**config.mk**
```make
export PLATFORM = sky130hd
export DESIGN_NAME = qrs_sqrt
export DESIGN_NICKNAME = d
export VERILOG_FILES = /design/src/design/quadratic_root_solver_unit_defines.svh /design/src/design/qrs_sqrt.sv
export SDC_FILE = /design/constraint.sdc
export NUM_CORES = 2
export LEC_CHECK = 0
export ABC_AREA = 1
export BUFFER_PORTS_ARGS = -buffer_cell sky130_fd_sc_hd__buf_2
export CELL_PAD_IN_SITES_DETAIL_PLACEMENT = 0
export CELL_PAD_IN_SITES_GLOBAL_PLACEMENT = 2
export CORE_ASPECT_RATIO = 2
export CORE_MARGIN = 2
export CORE_UTILIZATION = 40
export CTS_CLUSTER_SIZE = 10
export DETAILED_ROUTE_END_ITERATION = 16
export PLACE_DENSITY_LB_ADDON = 0.1
export RECOVER_POWER = 100
export SYNTH_ARGS = -nofsm -noshare
export SYNTH_HDL_FRONTEND = slang
export SYNTH_SLANG_ARGS = --single-unit
export TNS_END_PERCENT = 100
```
**constraint.sdc**
```tcl
create_clock -name aclk -period 4.6 [get_ports aclk]
set_input_delay 0.92 -clock aclk [delete_from_list [all_inputs] [get_ports aclk]]
set_output_delay 0.92 -clock aclk [all_outputs]
set_load 0.01 [all_outputs]
```
**src/design/quadratic_root_solver_unit_defines.svh**
```systemverilog
// assertion macros for the quadratic root solver
`ifndef QUADRATIC_ROOT_SOLVER_UNIT_DEFINES_SVH
`define QUADRATIC_ROOT_SOLVER_UNIT_DEFINES_SVH

// implication checked on every edge outside reset
`define QRS_ASSERT_IMP(lbl, ante, cons, msg) \
    lbl: assert property (@(posedge aclk) disable iff (!aresetn) (ante) |-> (cons)) \
        else $error(msg);

// implication whose consequent is checked in the cycle after the antecedent
`define QRS_ASSERT_NEXT(lbl, ante, cons, msg) \
    lbl: assert property (@(posedge aclk) disable iff (!aresetn) (ante) |=> (cons)) \
        else $error(msg);

`endif

```
**src/design/qrs_sqrt.sv**
```systemverilog
`default_nettype none

module qrs_sqrt #(
    parameter int XW     = 50,
    parameter int SIDE_W = 1
) (
    input  wire logic              aclk,
    input  wire logic              aresetn,
    input  wire logic              en,
    input  wire logic              in_valid,
    input  wire logic [XW-1:0]     in_x,
    input  wire logic [SIDE_W-1:0] in_side,
    output logic                   out_valid,
    output logic [XW/2-1:0]        out_root,
    output logic [SIDE_W-1:0]      out_side
);

    localparam int SR = XW / 2;

    logic [SR-1:0]     v_reg;
    logic [XW-1:0]     x_reg    [SR];
    logic [SR:0]       r_reg    [SR];
    logic [SR-1:0]     q_reg    [SR];
    logic [SIDE_W-1:0] side_reg [SR];

    for (genvar k = 0; k < SR; k++) begin : g_stage
        logic [XW-1:0]     x_p;
        logic [SR:0]       r_p;
        logic [SR-1:0]     q_p;
        logic              v_p;
        logic [SIDE_W-1:0] side_p;
        logic [SR+2:0]     r_sh;
        logic [SR+2:0]     trial;
        logic [SR+2:0]     r_new;
        logic              ge;

        if (k == 0) begin : g_first
            assign x_p    = in_x;
            assign r_p    = '0;
            assign q_p    = '0;
            assign v_p    = in_valid;
            assign side_p = in_side;
        end else begin : g_next
            assign x_p    = x_reg[k-1];
            assign r_p    = r_reg[k-1];
            assign q_p    = q_reg[k-1];
            assign v_p    = v_reg[k-1];
            assign side_p = side_reg[k-1];
        end

        assign r_sh  = {r_p, x_p[XW-1 -: 2]};
        assign trial = {1'b0, q_p, 2'b01};
        assign ge    = (r_sh >= trial);
        assign r_new = ge ? (r_sh - trial) : r_sh;

        always_ff @(posedge aclk) begin
            if (!aresetn) begin
                v_reg[k] <= 1'b0;
            end else if (en) begin
                v_reg[k] <= v_p;
            end
        end

        always_ff @(posedge aclk) begin
            if (en) begin
                x_reg[k]    <= x_p << 2;
                r_reg[k]    <= r_new[SR:0];
                q_reg[k]    <= {q_p[SR-2:0], ge};
                side_reg[k] <= side_p;
            end
        end
    end

    assign out_valid = v_reg[SR-1];
    assign out_root  = q_reg[SR-1];
    assign out_side  = side_reg[SR-1];

endmodule

`default_nettype wire

```
Word level (Yosys, flattened, before mapping):

Memories as Yosys holds them, arrays and structs flattened.
Cells that the tools add are included.

* $add $sub $neg: 25
* $lt $le $gt $ge: 25
* muxes and demuxes: 27

Operators by type and width (number)
* 28-bit by 27-bit greater-or-equal comparator with 1-bit output: 24
* 26-bit two-way mux: 25
* 26-bit subtractor: 24
* 2-bit by 1-bit subtractor with 3-bit output, second input constant: 1
* 2-bit by 1-bit greater-or-equal comparator with 1-bit output, second input constant: 1
* 1-bit two-way mux: 2

* flip-flop bits (word level): 25
* memory bits (writable): 2500
* bits of input ports: 55
* output and inout bits: 27
* logic and storage cells: 106
* memories kept: 4

Memories
* x_reg: depth 25, width 48, read ports 24, clocked after Yosys merged registers in 0, write ports 25, line qrs_sqrt.sv:21 `logic [XW-1:0] x_reg [SR];`
* r_reg: depth 25, width 26, read ports 24, clocked after Yosys merged registers in 0, write ports 25, line qrs_sqrt.sv:22 `logic [SR:0] r_reg [SR];`
* q_reg: depth 25, width 25, read ports 25, clocked after Yosys merged registers in 0, write ports 25, line qrs_sqrt.sv:23 `logic [SR-1:0] q_reg [SR];`
* side_reg: depth 25, width 1, read ports 25, clocked after Yosys merged registers in 0, write ports 25, line qrs_sqrt.sv:24 `logic [SIDE_W-1:0] side_reg [SR];`

Logic depth before layout (Yosys ltp):

An unclocked memory read counts as a cell.

* depth in word-level cells: 3
* depth in mapped cells: 16
* gate-level depth less buffers: 15

Least setup slack after synthesis:

Ideal clock, no wire load.

* path type: register to register
* start point: mem r_reg[0][81] in the netlist's numbering
* end point: mem r_reg[0][122] in the netlist's numbering, data pin
* setup time: 0.262 ns
* arrival: 1.777 ns
* required time: 4.338 ns
* slack: 2.561 ns
* cell stages (with the launch flop): 11
* buffers on the path: 1
* period minus slack after synthesis: 2.039 ns
* cell sequence: edfxtp_1 ha_1 a21oi_1 inv_1 nor3_1 nand2_1 nor2_1 nand2_2 inv_4 buf_6 a21oi_1

RTL lines (line)
* start: declaration: qrs_sqrt.sv:22

==> reports/metrics.cfg <==
[worst_hold_path]
hp-class=in2reg
holdPathStages=1

[final_layout]
fin_nets=10100
largest_reg_flops=600
nFillCells=20900
syn_to_final_growth_pct=9.94
drive_gt1_frac=0.0351

[clock_network]
post_cts_resized=0
cts-hold-fix-buffers=0
cts_sinks=1564
numCtsBuffers=186
cts_tree=done
cts_buffer_depth=4
cts_setup_buffers=0
clk_pin_slew_ns=0.05
clk_latency_ns=0.91
cts_root_buffer=clkbuf_16
h-tree-depth=4

[place]
place.gp.congestion=0.929
dpl.hpwl_um=220000
portBuffers=81

[power_and_ir_drop]
p_leak_nw=41.1
peakVddDrop_mv=0.380
powerDensity_nw_per_um2=438
p_total_mw=40.5

[timing]
holdWs_ns=0.209
max_freq_ghz=0.267
fin_crit_ns=3.74
rsz0062_at_grt=false
finalHoldViolations=0
skew_ns=0.0963
maxSlewViolCount=1142
finalSetupViolCount=0
setup-tns-final_ns=0
tightestPinTransition_ns=3.23
max-slew-margin-rel=-1.15
post-route-period-util=0.814

[synth]
netlist.area_leader.share=0.550
synth_edf_count=1539
synth.most_common_cell=nand2_1
synth_top_area_cell=edfxtp_1
syn-cell-area_um2=84100
async_flop_share=0
synth_nets=9886
yosysWarnings=0
avgSynthCellArea_um2=8.87
ys.flop_type=edfxtp_1
synthCells=9479
ys_types=52
ys_seq_area_frac=0.555
ys_top_cells_by_count=3056 x nand2_1, 1648 x inv_1, 1539 x edfxtp_1
netlist_top_cells_area=edfxtp_1 55%, nand2_1 14%, inv_1 7.4%
synth_seq_cells=1564

[die]
start_util=0.401
die_height_um=652
die_w_um=328
coreArea_um2=210000
io_pins=82
rows=238
dieArea_um2=214000

[critical_path]
arrival_ns=4.18
r2r_slack_ns=0.92
cp-start-kind=primary input
required_ns=5.04
path_max_fanout=92
rr_worst_depth=8
cp-end-kind=flop
critPathKind=in2reg

[global_route]
grt_pass1_vias=64400
overflow=0
grt_max_degree=93
grt_antenna_before_repair=5
grt_usage=0.254
grt_pass1_wl_um=401000

[drt]
drt_iter0_drc=3216
post-route-drc-count=0
ant_nets=0
vias=62000
drt-vias-per-instance=4.94
detailedRoute.firstPassIterationCount=6
drt-total-wl_um=273000
routedWlPerCell_um=21.8

[run_status]
status=finished, violations left
violations=max-capacitance violations, max-slew violations

[run]
cap_viol_max_count=22

[metal layers]
metal,GRT usage,share of wire,vias to the layer above
met3,0.0209,0.022,632
met2,0.527,0.58,1190
met5,0,0,-
met4,0.174,0.081,0
met1,0.223,0.31,29100
li1,-,-,31100
[where the power goes]
group          internal, mW  switching (mW)
Combinational          2.64            5.97
Clock                  7.49            5.64
Sequential             17.6            1.24
Total                  27.7            12.8
[logic make-up after synthesis]
kind of cell	share of synthesized area
xor+xnor	0.0255
buf+inv	0.0816
compound gates	0.0469
simple gates	0.238
other cells	0.0000446
fa+ha+maj	0.0524
flops	0.555
[critical path, stage by stage]
cell and delay [ns]:
buf_12 0.33, clkbuf_1 1.80, clkbuf_1 0.97
[final timing paths]
check	endpoint	startpoint
hold / removal	x_reg[0][22]	in_x[22]
setup reg to reg	r_reg[1][133]	q_reg[0][311]
setup / recovery	r_reg[2][173]	en
hold reg to reg	x_reg[2][284]	x_reg[2][234]
[through the flow]
step / std cells / setup slack [ns] / area, µm² / util
final: 12600 / 0.855 / 92500 / 0.441
after global placement: 12300 / 1.36 / 87900 / 0.419
after CTS: 12600 / 1.40 / 93000 / 0.444
after detailed placement: 12300 / 1.40 / 87900 / 0.419
after floorplan: 9479 / 2.56 / 84100 / -
after global routing: 12600 / 0.626 / 92500 / 0.441
[final cells by class]
class / instances / area, µm² / area share
sequential: 1564 / 46700 / 0.505
multi-input combinational: 6178 / 30300 / 0.328
tap: 2760 / 3450 / 0.0373
antenna: 5 / 12.5 / 0.000135
clock buffer: 242 / 4960 / 0.0536
timing repair buffer: 137 / 658 / 0.00712
clock inverter: 15 / 139 / 0.00150
inverter: 1658 / 6230 / 0.0674
[placed cells by master (no fill, tap or decap), types with 4 or more instances in the layout]
cell / Yosys / final
clkbuf_2: 2 / 10
o21ai_0: 235 / 310
ha_1: 352 / 352
or2_1: 4 / 4
a21boi_0: 6 / 7
nand3_1: 515 / 525
or2_2: 16 / 16
and3_1: 5 / 5
edfxtp_1: 1539 / 1539
clkinv_1: 0 / 6
inv_1: 1648 / 1653
nor2_1: 858 / 866
o21ai_1: 73 / 12
nand3b_1: 73 / 74
nor2_2: 22 / 21
o211ai_1: 6 / 6
nor3b_1: 5 / 5
inv_4: 3 / 4
o21a_1: 4 / 4
a21oi_1: 348 / 351
nor4_1: 10 / 10
nand4_1: 155 / 155
clkbuf_1: 7 / 121
xor2_1: 109 / 109
xnor2_1: 136 / 136
buf_4: 31 / 6
buf_2: 12 / 48
dfxtp_1: 25 / 25
nand2_2: 15 / 10
nand3_2: 14 / 6
diode_2: 0 / 5
clkbuf_16: 0 / 190
and2_1: 18 / 16
o21bai_1: 19 / 19
nor3_1: 63 / 63
nand2_1: 3056 / 3062
a21oi_2: 14 / 12
o21ai_2: 18 / 4
(Power assumes the default switching activity.)
