**src/design/quadratic_root_solver_unit_defines.svh**
```systemverilog
// assertion macros for the quadratic root solver
`ifndef QUADRATIC_ROOT_SOLVER_UNIT_DEFINES_SVH
`define QUADRATIC_ROOT_SOLVER_UNIT_DEFINES_SVH

// implication checked on every edge outside reset
`define QRS_ASSERT_IMP(lbl, ante, cons, msg) \
    lbl: assert property (@(posedge aclk) disable iff (!aresetn) (ante) |-> (cons)) \
        else $error(msg);

// implication whose consequent is checked in the cycle after the antecedent
`define QRS_ASSERT_NEXT(lbl, ante, cons, msg) \
    lbl: assert property (@(posedge aclk) disable iff (!aresetn) (ante) |=> (cons)) \
        else $error(msg);

`endif

```
**src/design/qrs_pkg.sv**
```systemverilog
`default_nettype none

package qrs_pkg;

    localparam int COEF_WIDTH     = 16;
    localparam int ROOT_FRAC_BITS = 16;
    localparam int COEF_FRAC      = 8;

    typedef enum logic [1:0] {
        ST_NONE   = 2'd0,
        ST_DOUBLE = 2'd1,
        ST_TWO    = 2'd2,
        ST_A_ZERO = 2'd3
    } root_status_t;

    function automatic int max_int(input int x, input int y);
        return (x > y) ? x : y;
    endfunction

endpackage

`default_nettype wire

```
**src/design/qrs_front.sv**
```systemverilog
`default_nettype none

module qrs_front #(
    parameter int CW  = qrs_pkg::COEF_WIDTH,
    parameter int RFB = qrs_pkg::ROOT_FRAC_BITS,
    parameter int DW  = 2 * CW + 2,
    parameter int XW  = 50
) (
    input  wire logic                 aclk,
    input  wire logic                 aresetn,
    input  wire logic                 en,
    input  wire logic                 in_valid,
    input  wire logic signed [CW-1:0] in_a,
    input  wire logic signed [CW-1:0] in_b,
    input  wire logic signed [CW-1:0] in_c,
    output logic                      out_valid,
    output logic [XW-1:0]             out_x,
    output logic signed [DW-1:0]      out_d,
    output qrs_pkg::root_status_t     out_status,
    output logic signed [CW-1:0]      out_a,
    output logic signed [CW-1:0]      out_b
);

    localparam int SHIFT = 2 * (RFB - qrs_pkg::COEF_FRAC);

    logic                     v1_reg;
    logic signed [2*CW-1:0]   bb_reg;
    logic signed [2*CW-1:0]   ac_reg;
    logic signed [CW-1:0]     a1_reg;
    logic signed [CW-1:0]     b1_reg;

    logic                     v2_reg;
    logic [XW-1:0]            x_reg;
    logic signed [DW-1:0]     d_reg;
    qrs_pkg::root_status_t    st_reg;
    logic signed [CW-1:0]     a2_reg;
    logic signed [CW-1:0]     b2_reg;

    logic signed [DW-1:0]     d_next;
    logic [XW-1:0]            x_next;
    qrs_pkg::root_status_t    st_next;

    always_comb begin
        d_next = {{2{bb_reg[2*CW-1]}}, bb_reg} - ({{2{ac_reg[2*CW-1]}}, ac_reg} <<< 2);
        x_next = XW'(d_next[DW-2:0]) << SHIFT;
        priority if (a1_reg == '0) begin
            st_next = qrs_pkg::ST_A_ZERO;
        end else if (d_next[DW-1]) begin
            st_next = qrs_pkg::ST_NONE;
        end else if (d_next == '0) begin
            st_next = qrs_pkg::ST_DOUBLE;
        end else begin
            st_next = qrs_pkg::ST_TWO;
        end
    end

    always_ff @(posedge aclk) begin
        if (!aresetn) begin
            v1_reg <= 1'b0;
            v2_reg <= 1'b0;
        end else if (en) begin
            v1_reg <= in_valid;
            v2_reg <= v1_reg;
        end
    end

    always_ff @(posedge aclk) begin
        if (en) begin
            bb_reg <= in_b * in_b;
            ac_reg <= in_a * in_c;
            a1_reg <= in_a;
            b1_reg <= in_b;
            x_reg  <= x_next;
            d_reg  <= d_next;
            st_reg <= st_next;
            a2_reg <= a1_reg;
            b2_reg <= b1_reg;
        end
    end

    assign out_valid  = v2_reg;
    assign out_x      = x_reg;
    assign out_d      = d_reg;
    assign out_status = st_reg;
    assign out_a      = a2_reg;
    assign out_b      = b2_reg;

endmodule

`default_nettype wire

```
**config.mk**
```make
export PLATFORM = sky130hd
export DESIGN_NAME = qrs_front
export DESIGN_NICKNAME = d
export VERILOG_FILES = /design/src/design/quadratic_root_solver_unit_defines.svh /design/src/design/qrs_pkg.sv /design/src/design/qrs_front.sv
export SDC_FILE = /design/constraint.sdc
export NUM_CORES = 1
export LEC_CHECK = 0
export BUFFER_PORTS_ARGS = -buffer_cell sky130_fd_sc_hd__buf_2
export CAP_MARGIN = 40
export CORE_MARGIN = 2
export CORE_UTILIZATION = 40
export CTS_BUF_LIST = sky130_fd_sc_hd__clkbuf_2 sky130_fd_sc_hd__clkbuf_4 sky130_fd_sc_hd__clkbuf_8
export DETAILED_ROUTE_END_ITERATION = 6
export GPL_ROUTABILITY_DRIVEN = 0
export HOLD_SLACK_MARGIN = 0.03
export PLACE_DENSITY_LB_ADDON = 0.08
export SLEW_MARGIN = 20
export SYNTH_ARGS = -nofsm -noshare
export SYNTH_HDL_FRONTEND = slang
export SYNTH_SLANG_ARGS = --single-unit
```
**constraint.sdc**
```tcl
create_clock -name aclk -period 9.9 [get_ports aclk]
set_input_delay 0.99 -clock aclk [delete_from_list [all_inputs] [get_ports aclk]]
set_output_delay 0.99 -clock aclk [all_outputs]
set_load 0.1 [all_outputs]
```
-- Word level (Yosys, flattened, before mapping)
Index checks and enable logic that the tools add are counted.
- latch bits: 0
- bits in writable memories: 0
- memories kept: 0
- output and inout port bits: 119
- flip-flop bits (word level): 199
- bits of input ports: 52
- bits in read-only memories: 0
- magnitude comparators: 0
- add/sub/neg operators: 1
- shift-type cells: 0
- mux-type cells: 2
- equality and inequality tests: 0
- bitwise operators: 0
- div/mod/pow operators: 0
- multiply operators: 2
- reductions and logical operators: 2
- operators by type and width (cell ; count):
    16-bit by 16-bit multiplier with 32-bit output ; 2
    34-bit logical NOT ; 1
    34-bit subtractor ; 1
    16-bit logical NOT ; 1
    2-bit 2-to-1 mux ; 2

-- Longest topological paths before layout
- depth in word-level cells: 4
- gate-level depth with buffers: 25
- depth with buffers taken out: 24

-- Least setup slack after synthesis
OpenSTA, ideal clock, no wires.
- path type: input to register
- from: input in_b[1]
- to: register bb_reg[30], data pin
- stages: 23
- arrival time: 6.979 ns
- path slack: 2.655 ns
- buffers on the path: 2
- data required time: 9.634 ns
- cell sequence: clkbuf_1 > clkbuf_1 > nand2_1 > fa_1 > fa_1 > fa_1 > inv_1 > fa_1 > fa_1 > inv_1 > fa_1 > inv_1 > ha_1 > a21o_1 > a211o_1 > a211oi_1 > a21bo_2 > a41oi_1 > nor2b_1 > a21o_1 > a31o_2 > o41ai_1 > xnor2_1
- cells in the longest elaborated chain, start to end: 1
- RTL lines (element ; line ; text):
    start: declaration ; qrs_front.sv:14 ; input wire logic signed [CW-1:0] in_b,
    16-bit by 16-bit multiplier with 32-bit output ; qrs_front.sv:69 ; bb_reg <= in_b * in_b;
    end signal: assignment ; qrs_front.sv:69 ;
    end: declaration ; qrs_front.sv:27 ; logic signed [2*CW-1:0] bb_reg;
No other way between the ends.
A chain may end at the register's enable or synchronous reset.

-- Final worst setup path
- from: input in_b[15]
- to: register bb_reg[30], data pin
The elaborated chain is that of the path after synthesis.

==> reports/qor.csv <==
metric,value,unit
htree_num_levels,4,
syn-cell-area,26000,um2
first_global_vias,18700,
gr-total-overflow,0,
finalCritPeriodShare,73.0,%
netlist.area_leader.share,38.3,%
dr.pass1.iters,7,
setup_tns,0,ps
grt_max_degree,93,
portBuffers,151,
hold_viol,0,
max_freq,0.138,GHz
worst_setup_path_start_kind,input pin,
ys_ff_latch,162,
min_period,7230,ps
rows,93,
crit_path_start,in_b[15],
cts_setup_buffers,0,
path_class,in -> reg,
reg2reg_depth,12,
rsz0062_at_grt,no,
ctsLongestPathBuffers,2,
post-place-ws,2050,ps
relSlewSlack,44.7,%
largest_reg_flops,33,
netlist_instances,2568,
arrival,7540,ps
dieArea,66900,um2
reg2reg_from,bb_reg[15],
crit_buf_inv,6,
async_flop_share,0,%
worstMarginPinSlew,824,ps
grt_pass1_wl,99.0,mm
clk_pin_slew,100,ps
drive_gt1_share,8.12,%
worstSetupEndpointType,flop,
initial_utilization,40.3,%
final_max_slew_viol_count,0,
min_from,b1_reg[3],
synth_seq_area_share,18.7,%
postRouteAntennaNets,0,
fin_worst_skew,20.5,ps
r2r_slack,5500,ps
core,64300,um2
area_delta_synth_final,6.81,%
synth_area_per_cell,10.1,um2
synthFlopType,edfxtp_1,
antenna_found_initial,2,
cts_resized,0,
dp.cells,3483,
clk_latency,570,ps
route.detailed.drc,0,
die_x,259,um
tritoncts,done,
dp_hpwl,48.9,mm
via_per_inst,4.91,
critical_path_depth,25,
status,"finished, final reports clean",
wirelength,59.7,mm
crit_family,adder cells,
nets,3401,
stdcell_count,3516,
ys_types,70,
yosysTopAreaCell,fa_1,
slowest_stage,fa_1,
track_usage,19.2,%
vias,17300,
reg2reg_to,out_status[1],
worstPathRequired,10210,ps
cts_root_buf,clkbuf_8,
hold_class,reg -> reg,
synth_edf_count,160,
ios,171,
drv_cap,0,
worst_slack,2670,ps
critPathCapture,bb_reg[30],
drt_iter0_drc,1031,
cp_max_fo,21,
die_h,259,um
routedWlPerCell,17.0,um
holdBufCountCts,0,
clock-sinks,162,
max_stage_delay,490,ps
synth_area_leaders,"fa_1, edfxtp_1, ha_1, inv_1, and2_1",
numCtsBuffers,17,
yosysWarnings,0,
finalSetupViolCount,0,
-- Yosys cell counts (11+ instances only) --
| master | number |
|---|---|
| fa_1 | 497 |
| nand2_1 | 230 |
| xor2_1 | 28 |
| edfxtp_1 | 160 |
| nor2b_1 | 14 |
| nand2b_1 | 14 |
| nor2_1 | 74 |
| a21oi_1 | 67 |
| buf_4 | 52 |
| and2_1 | 169 |
| a21o_1 | 40 |
| nor3_1 | 19 |
| ha_1 | 204 |
| inv_1 | 650 |
| xnor2_1 | 83 |
| nand3_1 | 13 |
| a211oi_1 | 11 |
| o21ai_0 | 42 |
| clkbuf_1 | 62 |
-- routing by layer --
metal  wire length [um]  vias to the layer above  GRT usage [%]
met5                  0                        -              0
met2              30200                      336           32.9
met1              26300                     8943           25.9
met4                947                        0           4.74
met3               2300                       44           2.33
li1                   -                     7942              -
-- kinds of logic after synthesis --
logic type	after synthesis	synth area share (%)
xor gates and xnor gates	111	3.75
DFF	162	18.7
and+or+nand+nor	579	11.0
buffers and inverters	768	11.9
AOI/OAI and AO/OA	240	6.32
adders and majority gates	701	48.2
muxes	6	0.231
other	1	0.0144
-- cell usage in the layout (no fill, tap or decap), types with 17 or more instances in the layout --
cell type    n
inv_1      650
fa_1       497
nand2_1    230
ha_1       204
and2_1     169
edfxtp_1   160
buf_2      150
xnor2_1     83
nor2_1      74
a21oi_1     67
o21ai_0     42
a21o_1      40
xor2_1      28
nor3_1      19
conb_1      19
clkbuf_8    17
-- how the worst min path moves through the flow --
stage                           end  slack, ps  depth (start not counted)
after detailed placement   out_b[2]        410                          0
after CTS                  out_b[3]        410                          0
after global placement    out_b[10]        400                          0
final                      out_b[3]        410                          0
after floorplan           out_b[10]        400                          0
after global routing       out_b[3]        430                          0
-- worst register-to-register path: stages (launching register included) --
cell,delay [ps]
edfxtp_1,410
ha_1,410
a2111oi_2,310
o21ai_1,130
a221o_1,370
or4b_4,550
o21ai_4,230
o21ai_2,150
a2111oi_0,550
buf_1,240
and3_1,350
nand3_1,230
a2bb2oi_1,200
-- area by class of cell --
cell class / instances / area, um2
antenna: 1 / 2.50
clock buffer: 17 / 234
clock inverter: 14 / 166
fill: 6324 / 36600
inverter: 650 / 2440
multi-input combinational: 1656 / 18100
sequential: 162 / 4840
tap: 855 / 1070
timing repair buffer: 161 / 866
-- stage by stage --
step | utilization (%) | cell area [um2] | hold WS [ps]
final | 43.1 | 27700 | 413
after CTS | 43.0 | 27700 | 411
after detailed placement | 42.4 | 27300 | 405
after floorplan | - | 26000 | 400
after global placement | 42.4 | 27300 | 401
after global routing | 43.1 | 27700 | 427
Power is left out: the tool's default activity adds up to more than one toggle a clock period on the data nets, which glitch-free logic cannot reach.
